[src/design/fvwm_pkg.sv]
// Shared types, sizes and tables of the four-voice wave mixer.
// Holds the elaboration-time sine table and the LFSR step function.
// No dependencies.
`default_nettype none

package fvwm_pkg;

    localparam int VOICES        = 4;
    localparam int TABLE_ENTRIES = 256;   // power of two
    localparam int PHASE_BITS    = 24;
    localparam int SAMPLE_BITS   = 16;

    localparam int SETUP_BITS    = 36;
    localparam int GAIN_BITS     = 8;
    localparam int INC_BITS      = 24;
    localparam int WAVE_BITS     = 3;
    localparam int LFSR_BITS     = 16;
    localparam int TBL_BITS      = $clog2(TABLE_ENTRIES);
    localparam int VIDX_BITS     = (VOICES > 1) ? $clog2(VOICES) : 1;
    localparam int CFG_IDX_BITS  = $clog2(VOICES + 1);

    // setup register fields
    localparam int SET_EN_BIT    = 0;
    localparam int SET_WAVE_LO   = 1;
    localparam int SET_VOL_LO    = 4;
    localparam int SET_INC_LO    = 12;

    // voice gain (0..256) times master gain (0..256), at most 65536
    localparam int GSCALE_BITS   = GAIN_BITS + 1;
    localparam int GPROD_BITS    = 2 * GAIN_BITS + 1;
    localparam int PROD_BITS     = SAMPLE_BITS + GPROD_BITS + 1;
    localparam int ACC_BITS      = PROD_BITS + VIDX_BITS + 2;
    localparam int ROUND_SHIFT   = 16;
    localparam int ROUND_HALF    = 1 << (ROUND_SHIFT - 1);

    localparam logic [GAIN_BITS-1:0] MASTER_RESET = 8'd205;
    localparam logic [LFSR_BITS-1:0] LFSR_SEED    = 16'hACE1;
    localparam logic [LFSR_BITS-1:0] LFSR_TAPS    = 16'hB400;

    localparam longint FULL_POS = longint'(1) << (SAMPLE_BITS - 1);
    localparam logic signed [SAMPLE_BITS-1:0] SMP_MAX = SAMPLE_BITS'(FULL_POS - 1);
    localparam logic signed [SAMPLE_BITS-1:0] SMP_MIN = SAMPLE_BITS'(-FULL_POS);
    localparam logic signed [SAMPLE_BITS-1:0] SMP_NEG_MAX = SAMPLE_BITS'(1 - FULL_POS);

    localparam longint unsigned HALF_PI_Q30 = 64'd1686629713;
    localparam longint unsigned ONE_Q30     = 64'd1 << 30;

    // waveform codes
    localparam logic [WAVE_BITS-1:0] SHAPE_SINE   = 3'd0;
    localparam logic [WAVE_BITS-1:0] SHAPE_SQUARE = 3'd1;
    localparam logic [WAVE_BITS-1:0] SHAPE_SAW    = 3'd2;
    localparam logic [WAVE_BITS-1:0] SHAPE_TRI    = 3'd3;
    localparam logic [WAVE_BITS-1:0] SHAPE_NOISE  = 3'd4;

    typedef enum logic [2:0] {
        ST_IDLE,
        ST_FETCH,
        ST_MULT,
        ST_FLUSH,
        ST_ROUND
    } fvwm_state_t;

    typedef struct packed {
        logic                 capture;   // latch input item, clear accumulator
        logic                 fetch;     // build sample and gain of one voice
        logic                 mult;      // sample times gain
        logic                 round;     // round, saturate, load output register
        logic [VIDX_BITS-1:0] voice;
    } fvwm_cmd_t;

    typedef struct packed {
        logic out_busy;                  // output register holds an untaken result
    } fvwm_status_t;

    typedef logic signed [SAMPLE_BITS-1:0] sine_rom_t [TABLE_ENTRIES];

    // sine of (pi/2)*k/TABLE_ENTRIES, Q30 Taylor series with truncated terms
    function automatic longint sine_quarter(input longint unsigned k);
        longint unsigned x;
        longint unsigned x2;
        longint unsigned term;
        longint          sum;
        longint unsigned v;
        x    = (HALF_PI_Q30 * k) / TABLE_ENTRIES;
        x2   = (x * x) >> 30;
        term = x;
        sum  = longint'(x);
        term = ((term * x2) >> 30) / 6;   sum = sum - longint'(term);
        term = ((term * x2) >> 30) / 20;  sum = sum + longint'(term);
        term = ((term * x2) >> 30) / 42;  sum = sum - longint'(term);
        term = ((term * x2) >> 30) / 72;  sum = sum + longint'(term);
        term = ((term * x2) >> 30) / 110; sum = sum - longint'(term);
        term = ((term * x2) >> 30) / 156; sum = sum + longint'(term);
        term = ((term * x2) >> 30) / 210; sum = sum - longint'(term);
        if (sum < 0) sum = 0;
        if (sum > longint'(ONE_Q30)) sum = longint'(ONE_Q30);
        v = (longint'(sum) * longint'(FULL_POS - 1) + (ONE_Q30 >> 1)) >> 30;
        return longint'(v);
    endfunction

    function automatic sine_rom_t build_sine_rom();
        sine_rom_t       rom;
        longint unsigned n;
        longint unsigned q;
        longint          v;
        n = longint'(TABLE_ENTRIES);
        for (int i = 0; i < TABLE_ENTRIES; i++) begin
            q = 4 * longint'(i);
            if (q <= n)          v = sine_quarter(q);
            else if (q <= 2 * n) v = sine_quarter(2 * n - q);
            else if (q <= 3 * n) v = -sine_quarter(q - 2 * n);
            else                 v = -sine_quarter(4 * n - q);
            rom[i] = SAMPLE_BITS'(v);
        end
        return rom;
    endfunction

    localparam sine_rom_t SINE_ROM = build_sine_rom();

    // Galois LFSR, right shift
    function automatic logic [LFSR_BITS-1:0] lfsr_step(input logic [LFSR_BITS-1:0] l);
        return {1'b0, l[LFSR_BITS-1:1]} ^ (l[0] ? LFSR_TAPS : '0);
    endfunction

endpackage

`default_nettype wire

[src/design/fvwm_ctrl.sv]
// Sequencer of the wave mixer: walks the voices and drives the datapath.
// Depends on fvwm_pkg.
`default_nettype none

module fvwm_ctrl import fvwm_pkg::*; (
    input  wire logic         aclk,
    input  wire logic         aresetn,
    input  wire logic         in_valid,
    output logic              in_ready,
    input  wire fvwm_status_t status,
    output fvwm_cmd_t         cmd
);

    fvwm_state_t          state_reg, state_next;
    logic [VIDX_BITS-1:0] voice_reg, voice_next;

    always_ff @(posedge aclk) begin
        if (!aresetn) begin
            state_reg <= ST_IDLE;
            voice_reg <= '0;
        end else begin
            state_reg <= state_next;
            voice_reg <= voice_next;
        end
    end

    always_comb begin
        state_next  = state_reg;
        voice_next  = voice_reg;
        in_ready    = 1'b0;
        cmd         = '0;
        cmd.voice   = voice_reg;
        unique case (state_reg)
            ST_IDLE: begin
                in_ready = 1'b1;
                if (in_valid) begin
                    cmd.capture = 1'b1;
                    voice_next  = '0;
                    state_next  = ST_FETCH;
                end
            end
            ST_FETCH: begin
                cmd.fetch  = 1'b1;
                state_next = ST_MULT;
            end
            ST_MULT: begin
                cmd.mult = 1'b1;
                if (voice_reg == VIDX_BITS'(VOICES - 1)) begin
                    state_next = ST_FLUSH;
                end else begin
                    voice_next = voice_reg + 1'b1;
                    state_next = ST_FETCH;
                end
            end
            ST_FLUSH: begin
                state_next = ST_ROUND;
            end
            ST_ROUND: begin
                if (!status.out_busy) begin
                    cmd.round  = 1'b1;
                    state_next = ST_IDLE;
                end
            end
            default: begin
                state_next = ST_IDLE;
            end
        endcase
    end

endmodule

`default_nettype wire

[src/design/fvwm_datapath.sv]
// Datapath of the wave mixer: setup registers, phases, LFSR, waveform
// generation, one gain multiply, accumulator and output register. Uses fvwm_pkg.
`default_nettype none

module fvwm_datapath import fvwm_pkg::*; (
    input  wire logic                      aclk,
    input  wire logic                      aresetn,
    input  wire fvwm_cmd_t                 cmd,
    output fvwm_status_t                   status,
    input  wire logic                      in_last,
    input  wire logic                      cfg_we,
    input  wire logic [CFG_IDX_BITS-1:0]   cfg_index,
    input  wire logic [SETUP_BITS-1:0]     cfg_data,
    output logic                           out_valid,
    input  wire logic                      out_ready,
    output logic signed [SAMPLE_BITS-1:0]  out_sample,
    output logic                           out_clipped,
    output logic                           out_last
);

    localparam logic signed [ACC_BITS-1:0] ACC_MAX = ACC_BITS'(FULL_POS - 1);
    localparam logic signed [ACC_BITS-1:0] ACC_MIN = ACC_BITS'(-FULL_POS);
    localparam logic [PHASE_BITS-1:0]      HALF_PHASE = PHASE_BITS'(1) << (PHASE_BITS - 1);

    logic [SETUP_BITS-1:0]        setup_reg [VOICES];
    logic [PHASE_BITS-1:0]        phase_reg [VOICES];
    logic [GAIN_BITS-1:0]         master_reg;
    logic [LFSR_BITS-1:0]         lfsr_reg;

    logic signed [SAMPLE_BITS-1:0] smp_reg;
    logic [GPROD_BITS-1:0]         gprod_reg;
    logic signed [PROD_BITS-1:0]   prod_reg;
    logic                          prod_valid_reg;
    logic signed [ACC_BITS-1:0]    acc_reg;
    logic                          last_reg;
    logic                          out_valid_reg;
    logic signed [SAMPLE_BITS-1:0] out_sample_reg;
    logic                          out_clipped_reg;
    logic                          out_last_reg;

    // selected voice
    logic [SETUP_BITS-1:0]  setup;
    logic [PHASE_BITS-1:0]  phase;
    logic                   enable;
    logic [WAVE_BITS-1:0]   wave;
    logic [GAIN_BITS-1:0]   vol;
    logic [PHASE_BITS-1:0]  inc;
    logic [GSCALE_BITS-1:0] gv;
    logic [GSCALE_BITS-1:0] gm;
    logic [2*GSCALE_BITS-1:0] gprod;
    logic [LFSR_BITS-1:0]   lfsr_nxt;
    logic [PHASE_BITS+SAMPLE_BITS-1:0]  saw_w;
    logic [PHASE_BITS-1:0]              tri_d;
    logic [PHASE_BITS+SAMPLE_BITS:0]    tri_w;
    logic [SAMPLE_BITS:0]               tri_u;
    logic [LFSR_BITS+SAMPLE_BITS-1:0]   noise_w;
    logic signed [SAMPLE_BITS-1:0]      smp;

    // multiplier operands at full product width
    logic signed [PROD_BITS-1:0] smp_ext;
    logic signed [PROD_BITS-1:0] gain_ext;

    // rounding
    logic signed [ACC_BITS-1:0] biased;
    logic signed [ACC_BITS-1:0] mixed;

    always_comb begin
        setup  = setup_reg[cmd.voice];
        phase  = phase_reg[cmd.voice];
        enable = setup[SET_EN_BIT];
        wave   = setup[SET_WAVE_LO +: WAVE_BITS];
        vol    = setup[SET_VOL_LO +: GAIN_BITS];
        inc    = setup[SET_INC_LO +: PHASE_BITS];
        gv     = {1'b0, vol} + GSCALE_BITS'(vol[GAIN_BITS-1]);
        gm     = {1'b0, master_reg} + GSCALE_BITS'(master_reg[GAIN_BITS-1]);
        gprod  = gv * gm;
        lfsr_nxt = lfsr_step(lfsr_reg);

        saw_w   = {phase, {SAMPLE_BITS{1'b0}}};
        tri_d   = (phase >= HALF_PHASE) ? (phase - HALF_PHASE) : (HALF_PHASE - phase);
        tri_w   = {tri_d, {(SAMPLE_BITS + 1){1'b0}}};
        tri_u   = tri_w[PHASE_BITS+SAMPLE_BITS:PHASE_BITS];
        noise_w = {lfsr_nxt, {SAMPLE_BITS{1'b0}}};

        case (wave)
            SHAPE_SINE:   smp = SINE_ROM[phase[PHASE_BITS-1 -: TBL_BITS]];
            SHAPE_SQUARE: smp = phase[PHASE_BITS-1] ? SMP_NEG_MAX : SMP_MAX;
            SHAPE_SAW:    smp = {~saw_w[PHASE_BITS+SAMPLE_BITS-1],
                                 saw_w[PHASE_BITS+SAMPLE_BITS-2:PHASE_BITS]};
            SHAPE_TRI:    smp = tri_u[SAMPLE_BITS] ? SMP_MAX
                                : {~tri_u[SAMPLE_BITS-1], tri_u[SAMPLE_BITS-2:0]};
            SHAPE_NOISE:  smp = noise_w[LFSR_BITS+SAMPLE_BITS-1:LFSR_BITS];
            default:      smp = '0;
        endcase

        smp_ext  = {{(PROD_BITS-SAMPLE_BITS){smp_reg[SAMPLE_BITS-1]}}, smp_reg};
        gain_ext = {{(PROD_BITS-GPROD_BITS){1'b0}}, gprod_reg};

        biased = acc_reg + ACC_BITS'(ROUND_HALF);
        mixed  = biased >>> ROUND_SHIFT;
    end

    // architectural state: setups, phases, master gain, noise register
    always_ff @(posedge aclk) begin
        if (!aresetn) begin
            for (int i = 0; i < VOICES; i++) begin
                setup_reg[i] <= '0;
                phase_reg[i] <= '0;
            end
            master_reg <= MASTER_RESET;
            lfsr_reg   <= LFSR_SEED;
        end else if (cfg_we) begin
            if (cfg_index < CFG_IDX_BITS'(VOICES)) begin
                setup_reg[cfg_index[VIDX_BITS-1:0]] <= cfg_data;
                phase_reg[cfg_index[VIDX_BITS-1:0]] <= '0;
            end else if (cfg_index == CFG_IDX_BITS'(VOICES)) begin
                master_reg <= cfg_data[GAIN_BITS-1:0];
            end
        end else if (cmd.fetch && enable) begin
            phase_reg[cmd.voice] <= phase + inc;
            if (wave == SHAPE_NOISE) begin
                lfsr_reg <= lfsr_nxt;
            end
        end
    end

    // per-voice pipeline: sample/gain, product, accumulate
    always_ff @(posedge aclk) begin
        if (cmd.fetch) begin
            smp_reg   <= enable ? smp : '0;
            gprod_reg <= gprod[GPROD_BITS-1:0];
        end
        if (cmd.mult) begin
            prod_reg <= smp_ext * gain_ext;
        end
        if (cmd.capture) begin
            acc_reg  <= '0;
            last_reg <= in_last;
        end else if (prod_valid_reg) begin
            acc_reg <= acc_reg + ACC_BITS'(prod_reg);
        end
    end

    always_ff @(posedge aclk) begin
        if (!aresetn) begin
            prod_valid_reg <= 1'b0;
            out_valid_reg  <= 1'b0;
        end else begin
            prod_valid_reg <= cmd.mult;
            if (cmd.round) begin
                out_valid_reg <= 1'b1;
            end else if (out_ready) begin
                out_valid_reg <= 1'b0;
            end
        end
    end

    always_ff @(posedge aclk) begin
        if (cmd.round) begin
            out_last_reg <= last_reg;
            if (mixed > ACC_MAX) begin
                out_sample_reg  <= SMP_MAX;
                out_clipped_reg <= 1'b1;
            end else if (mixed < ACC_MIN) begin
                out_sample_reg  <= SMP_MIN;
                out_clipped_reg <= 1'b1;
            end else begin
                out_sample_reg  <= SAMPLE_BITS'(mixed);
                out_clipped_reg <= 1'b0;
            end
        end
    end

    assign status.out_busy = out_valid_reg && !out_ready;
    assign out_valid   = out_valid_reg;
    assign out_sample  = out_sample_reg;
    assign out_clipped = out_clipped_reg;
    assign out_last    = out_last_reg;

endmodule

`default_nettype wire

[src/design/four_voice_wave_mixer.sv]
// Four-voice wavetable oscillator mixer, top level.
// Instantiates fvwm_ctrl and fvwm_datapath; uses fvwm_pkg.
//
// Use:
//   Each transfer on the s_ channel is one sample tick; it yields exactly one
//   transfer on the m_ channel with the mixed Q1.15 sample in m_tdata, the
//   clip flag in m_tuser and a copy of the input's block-end bit in m_tlast.
//   Voices and master gain are set over the cfg_ write channel (index 0..3
//   voice setup, 4 master gain); cfg_ready is always high. Writing a voice
//   setup restarts that voice's phase. Writes are meant for idle periods.
//   Voices are handled one at a time, each in a fetch and a multiply step,
//   through a single gain multiplier, plus a flush step for the last
//   accumulate and a round/saturate step; s_tready returns after the round
//   step, so a new item is taken only once the last one is through.
//   Reset (aresetn low, synchronous) clears setups and phases, sets master
//   gain to 205 and seeds the noise LFSR with 0xACE1; the output is empty.
//   Receiver stall: the output register holds the result; the next item is
//   still taken and computed, and waits in the round step until the
//   output register frees up.
`default_nettype none

module four_voice_wave_mixer import fvwm_pkg::*; (
    input  wire logic                    aclk,
    input  wire logic                    aresetn,
    // sample request channel
    input  wire logic                    s_tvalid,
    output logic                         s_tready,
    input  wire logic [7:0]              s_tdata,    // [0] block_end, [7:1] zero
    // mixed sample channel
    output logic                         m_tvalid,
    input  wire logic                    m_tready,
    output logic [SAMPLE_BITS-1:0]       m_tdata,    // [15:0] mixed_sample
    output logic                         m_tuser,    // [0] clipped
    output logic                         m_tlast,    // last_of_block
    // configuration write channel
    input  wire logic                    cfg_valid,
    output logic                         cfg_ready,
    input  wire logic [CFG_IDX_BITS-1:0] cfg_index,
    input  wire logic [SETUP_BITS-1:0]   cfg_data
);

    fvwm_cmd_t    cmd;
    fvwm_status_t status;
    logic signed [SAMPLE_BITS-1:0] out_sample;

    // registers are always writable; the sequencer never holds them off
    assign cfg_ready = 1'b1;

    fvwm_ctrl u_ctrl (
        .aclk     (aclk),
        .aresetn  (aresetn),
        .in_valid (s_tvalid),
        .in_ready (s_tready),
        .status   (status),
        .cmd      (cmd)
    );

    fvwm_datapath u_datapath (
        .aclk        (aclk),
        .aresetn     (aresetn),
        .cmd         (cmd),
        .status      (status),
        .in_last     (s_tdata[0]),
        .cfg_we      (cfg_valid && cfg_ready),
        .cfg_index   (cfg_index),
        .cfg_data    (cfg_data),
        .out_valid   (m_tvalid),
        .out_ready   (m_tready),
        .out_sample  (out_sample),
        .out_clipped (m_tuser),
        .out_last    (m_tlast)
    );

    assign m_tdata = out_sample;

`ifndef NO_ASSERTIONS
    // one item at a time: a transfer in drops s_tready the next cycle
    a_one_in_flight: assert property (@(posedge aclk) disable iff (!aresetn)
        s_tvalid && s_tready |=> !s_tready)
        else $error("input taken while an item is in progress");

    // a result never appears the cycle after its input was taken
    a_no_early_result: assert property (@(posedge aclk) disable iff (!aresetn)
        s_tvalid && s_tready |=> !$rose(m_tvalid))
        else $error("result appeared too early");

    // the clip flag only comes with a full-scale value
    a_clip_full_scale: assert property (@(posedge aclk) disable iff (!aresetn)
        m_tvalid && m_tuser |-> (out_sample == SMP_MAX || out_sample == SMP_MIN))
        else $error("clip flag without saturated sample");
`endif

endmodule

`default_nettype wire
[config.mk]
export PLATFORM = sky130hd
export DESIGN_NAME = four_voice_wave_mixer
export DESIGN_NICKNAME = d
export VERILOG_FILES = /design/src/design/fvwm_pkg.sv /design/src/design/fvwm_ctrl.sv /design/src/design/fvwm_datapath.sv /design/src/design/four_voice_wave_mixer.sv
export SDC_FILE = /design/constraint.sdc
export NUM_CORES = 2
export LEC_CHECK = 0
export BUFFER_PORTS_ARGS = -buffer_cell sky130_fd_sc_hd__buf_2
export CELL_PAD_IN_SITES_DETAIL_PLACEMENT = 1
export CELL_PAD_IN_SITES_GLOBAL_PLACEMENT = 1
export CORE_ASPECT_RATIO = 1.1
export CORE_UTILIZATION = 35
export CTS_CLUSTER_SIZE = 30
export DETAILED_ROUTE_END_ITERATION = 16
export PLACE_DENSITY = 0.66
export SKIP_LAST_GASP = 1
export SYNTH_ARGS = -nofsm -noshare
export SYNTH_HDL_FRONTEND = slang
export SYNTH_HIERARCHICAL = 1
export SYNTH_SLANG_ARGS = --single-unit
export TNS_END_PERCENT = 50
[constraint.sdc]
create_clock -name aclk -period 10.6 [get_ports aclk]
set_input_delay 1.06 -clock aclk [delete_from_list [all_inputs] [get_ports aclk]]
set_output_delay 1.06 -clock aclk [all_outputs]
set_load 0.005 [all_outputs]
---- Yosys cells after proc, flatten, opt, wreduce, memory -nomap -nowiden ----
Memory sizes are Yosys's and may differ from the RTL's. A register that Yosys moved wholly into a read port is not among the register bits.
Cells that the tools add are included.
storage, ports and cells
  bits in registers ....................... 155
  memory bits (writable) .................. 240
  ROM bits ................................ 4096
  input bits .............................. 52
  output and inout bits ................... 21
  memories kept ........................... 3
memories
  name                  words  width  read ports  clocked after Yosys merged registers in  wr ports  line                 source
  (name not given)      256    16     1           0                                        0         fvwm_datapath.sv:86  SHAPE_SINE: smp = SINE_ROM[phase[PHASE_BITS-1 -: TBL_BITS]];
  u_datapath.setup_reg  4      36     1           1                                        4         fvwm_datapath.sv:25  logic [SETUP_BITS-1:0] setup_reg [VOICES];
  u_datapath.phase_reg  4      24     1           1                                        4         fvwm_datapath.sv:26  logic [PHASE_BITS-1:0] phase_reg [VOICES];
cells by class
  add/subtract/negate cells ............... 8
  multiply operators ...................... 2
  $lt $le $gt $ge ......................... 5
  equal/unequal tests ..................... 13
  mux-type cells .......................... 47
  bitwise logic cells ..................... 6
  reductions and logical operators ........ 14
operators with widths
  cell                                                              count
  2-to-1 mux 16 bit                                                 6
  case mux 16 bit (5 select lines)                                  1
  2-to-1 mux 24 bit                                                 3
  OR reduction 24 bit                                               2
  adder 38 x 17 -> 38 bit (second input constant)                   1
  adder 38 x 34 -> 38 bit                                           1
  2-to-1 mux 36 bit                                                 1
  OR reduction 36 bit                                               1
  multiplier 16 x 18 -> 34 bit                                      1
  adder 24 bit                                                      1
  >= comparator 24 bit (second input constant)                      1
  subtractor 24 bit (first input constant)                          1
  subtractor 24 bit (second input constant)                         1
  greater-than comparator 22 x 16 -> 1 bit (second input constant)  1
  less-than comparator 22 x 16 -> 1 bit (second input constant)     1
  2-to-1 mux 1 bit                                                  22
  2-to-1 mux 2 bit                                                  10
  adder 8 x 1 -> 9 bit                                              2
  multiplier 9 x 9 -> 17 bit                                        1
  bitwise XOR 15 x 16 -> 16 bit                                     1
  case mux 3 bit (5 select lines)                                   1
  == test 3 x 2 -> 1 bit (second input constant)                    4
  == test 3 bit (second input constant)                             3
  >= comparator 9 bit (second input constant)                       1
  other kinds (15)                                                  27

---- Logic depth before layout (Yosys ltp) ----
  depth after elaboration ................. 9
  mapped depth ............................ 33
  gate-level depth less buffers ........... 26

---- Cells and area by module ----
The synthesis kept the hierarchy.
by module, submodules not included
  module                 instances  cells each  area an instance (um^2)
  fvwm_datapath          1          3808        35844.4
  fvwm_ctrl              1          33          290.3
  four_voice_wave_mixer  1          2           11.3

---- Worst setup path before layout ----
Ideal clock, no wire load.
  kind .................................... register to register
  start point ............................. register u_ctrl/voice_reg[0] (netlist name)
  end point ............................... register u_datapath.gprod_reg[14], data pin
  setup time .............................. 258 ps
  arrival ................................. 7869 ps
  required time ........................... 10342 ps
  path slack .............................. 2474 ps
  cell stages (with the launch flop) ...... 32
  path buffers ............................ 7
  clock period less this slack ............ 8126 ps
  cells stage by stage .................... dfxtp_1 buf_6 buf_4 buf_4 buf_4 buf_2 buf_1 buf_1 mux4_2 ha_1 ha_1 nand3_1 nor2_1 xor2_1 nand2_1 fa_1 inv_1 fa_1 inv_1 fa_1 fa_1 inv_1 ha_1 o21ai_0 a21boi_0 o21ai_0 a21boi_0 o21ai_0 a21boi_0 o21ai_0 nor2b_1 xnor2_1
RTL lines
  what                    line                  source
  end signal: assignment  fvwm_datapath.sv:131  gprod_reg <= gprod[GPROD_BITS-1:0];
  end: declaration        fvwm_datapath.sv:31   logic [GPROD_BITS-1:0] gprod_reg;

==> flow_summary.toml <==
[logic_synthesis]
synth_fp_nets = 4400
avgSynthCellArea_um2 = 9.41
syn_area_um2 = 36100
synth-compound-area-share_pct = 13.8
synth_fa_ha_area_share_pct = 22.9
synthCells = 3843
synth_edf_count = 326
synth_top_family_by_area = "adder cells"
synthMuxAreaShare_pct = 4.63
ys.warnings.count = 6
yosysTopAreaCellShare_pct = 27.1
async_reset_ff_share_pct = 0
yosysUniqueCellTypes = 98
yosysSeqAreaShare_pct = 30.9
synthTopCellsByArea = "edfxtp_1, fa_1, ha_1, nand2_1, and2_1"
yosys.area.top_type = "edfxtp_1"
synth_xor_area_share_pct = 3.10
ys_ff_latch = 395
synthSimpleGateAreaFrac_pct = 18.3
ys.flop_type = "edfxtp_1"

[timing]
setup_viol = 0
rsz0062_at_grt = "no"
fmax_ghz = 0.135
slew_headroom_pct = 26.3
maxSlewViolCount = 0
fin_crit_ps = 7430
fin_crit_sh_pct = 70.1
final_hold_viol_count = 0
finalSetupTns_ps = 0
fin_skew_ps = 61.9
hold_ws_ps = 420
worst_pin_slew_ps = 1110

[run_status]
status = "finished clean"

[die]
core_area_um2 = 102000
die_h_um = 339
top_level_ports = 73
num_rows = 123
die_w_um = 308
dieArea_um2 = 105000
start_util_pct = 35.3

[clocking]
cts_hold_buf = 0
clkSinkCount = 395
root_buffer = "clkbuf_16"
htreeDepth = 2
clkLatencyLatePin_ps = 630
cts_tree = "done"
cts-buffers-inserted = 47
clockBufferDepth = 3
cts_resized = 0
post_cts_buffers = 0
path_clk_slew_ps = 50

[worst_setup_path]
arrival_ps = 7800
cp_data_required_time_ps = 10970
crit_path_start_kind = "flop"
worstSetupEndpointType = "flop"
crit_fanout = 28
critPathKind = "flop to flop"

[power]
leakage_nw = 16.6
finalPower_mw = 15.1
ir_drop_mv = 0.651
power_density_nw_per_um2 = 384

[global_routing]
grt_start_max_net_pins = 99
antenna_found_initial = 7
grt_pass1_vias = 30700
grt_pass1_wl_um = 181000
grt_overflow = 0
grt.total_usage_pct = 22.2

[placed_design]
place_hpwl_um = 83700
dp.cells = 5113
portBuffers = 64
globalplace.congestion = 1.00

[finish]
layout_commonest_cell = "nand2_1"
final_cell_mix = "nand2_1, inv_1, edfxtp_1"
nFillCells = 11700
final_util_pct = 38.5
layoutNonFillerInstCount = 5206
final_net_count = 4344
largest_reg_flops = 144
area_growth_pct = 8.99
layout-drive-gt1-share_pct = 7.51

[detailed_routing]
ant_nets = 0
drt_wl_total_um = 116000
drtIter0Drc = 2083
wl_per_cell_um = 22.4
via_per_inst = 5.57
drt-pass1-iter-count = 6
num_vias = 29000
drc = 0

[run]
drv_cap = 0

[hold_path]
holdCritPathClass = "flop to flop"
-- worst paths after layout --
check | slack, ps | depth (start not counted) | end | startpoint
min | 420 | 0 | u_datapath/out_last | u_datapath/last_reg
max reg2reg | 3170 | 25 | u_datapath/gprod_reg[14] | u_ctrl/voice_reg[0]
max | 3170 | 25 | u_datapath/gprod_reg[14] | u_ctrl/voice_reg[0]
min reg2reg | 420 | 0 | u_datapath/out_last | u_datapath/last_reg
-- per-stage QoR --
| stage | setup WS [ps] | area (um^2) |
|---|---|---|
| floorplan | 2470 | 36100 |
| global placement | 3230 | 37700 |
| detailed placement | 3130 | 37700 |
| CTS | 3090 | 39400 |
| global route | 2550 | 39400 |
| finish | 3170 | 39400 |
-- cells in the mapped netlist (54+ instances only) --
cell	instances
edfxtp_1	326
fa_1	259
nor2_1	286
nor3_1	54
ha_1	246
and2_1	251
clkbuf_1	161
nand3_1	77
xnor2_1	83
nand2_1	421
inv_1	376
dfxtp_1	69
and3_1	93
o21ai_0	168
a21oi_1	178
-- worst max-delay path, cell delays in order (launching register included) --
cell and delay [ps]:
dfxtp_4 760, mux4_2 680, ha_1 250, ha_1 220, nand3_1 150, nor2_1 100
xor2_1 620, nand2_1 170, fa_1 520, inv_1 50, fa_1 460, ha_1 290
inv_1 50, fa_1 530, inv_1 50, ha_1 320, nor2b_1 140, o21ai_0 210
a21boi_0 160, o21ai_0 320, a21boi_0 190, o21ai_0 240, a21boi_0 150, o21ai_0 240
nor2b_1 190, xnor2_1 80
-- routing by layer --
metal,share of wire [%],track usage (%),vias up
li1,-,-,13200
met1,43,29.0,14700
met2,48,37.4,848
met3,5.1,2.95,238
met4,3.8,8.12,4
met5,0.020,0,-
-- logic make-up after synthesis --
kind of cell,Yosys count
flops,395
compound gates,768
simple gates,1344
other cells,1
mux,101
fa+ha+maj,505
xor+xnor,128
buf+inv,601
-- area by class of cell --
type	count	area, um^2	share of cell area (%)
inverter	381	1430	3.63
multi-input combinational	2847	22700	57.6
antenna	7	17.5	0.0445
clock buffer	64	1280	3.25
timing repair buffer	115	716	1.82
clock inverter	22	355	0.902
tap	1375	1720	4.37
sequential	395	11200	28.4
-- power by group --
group          total (mW)  leakage (nW)  switching (mW)  internal [mW]
Combinational        10.9          12.1            6.44           4.41
Clock                1.70         0.778           0.679           1.02
Sequential           2.56          3.75           0.210           2.35
Power figures use the tool's default switching activity.
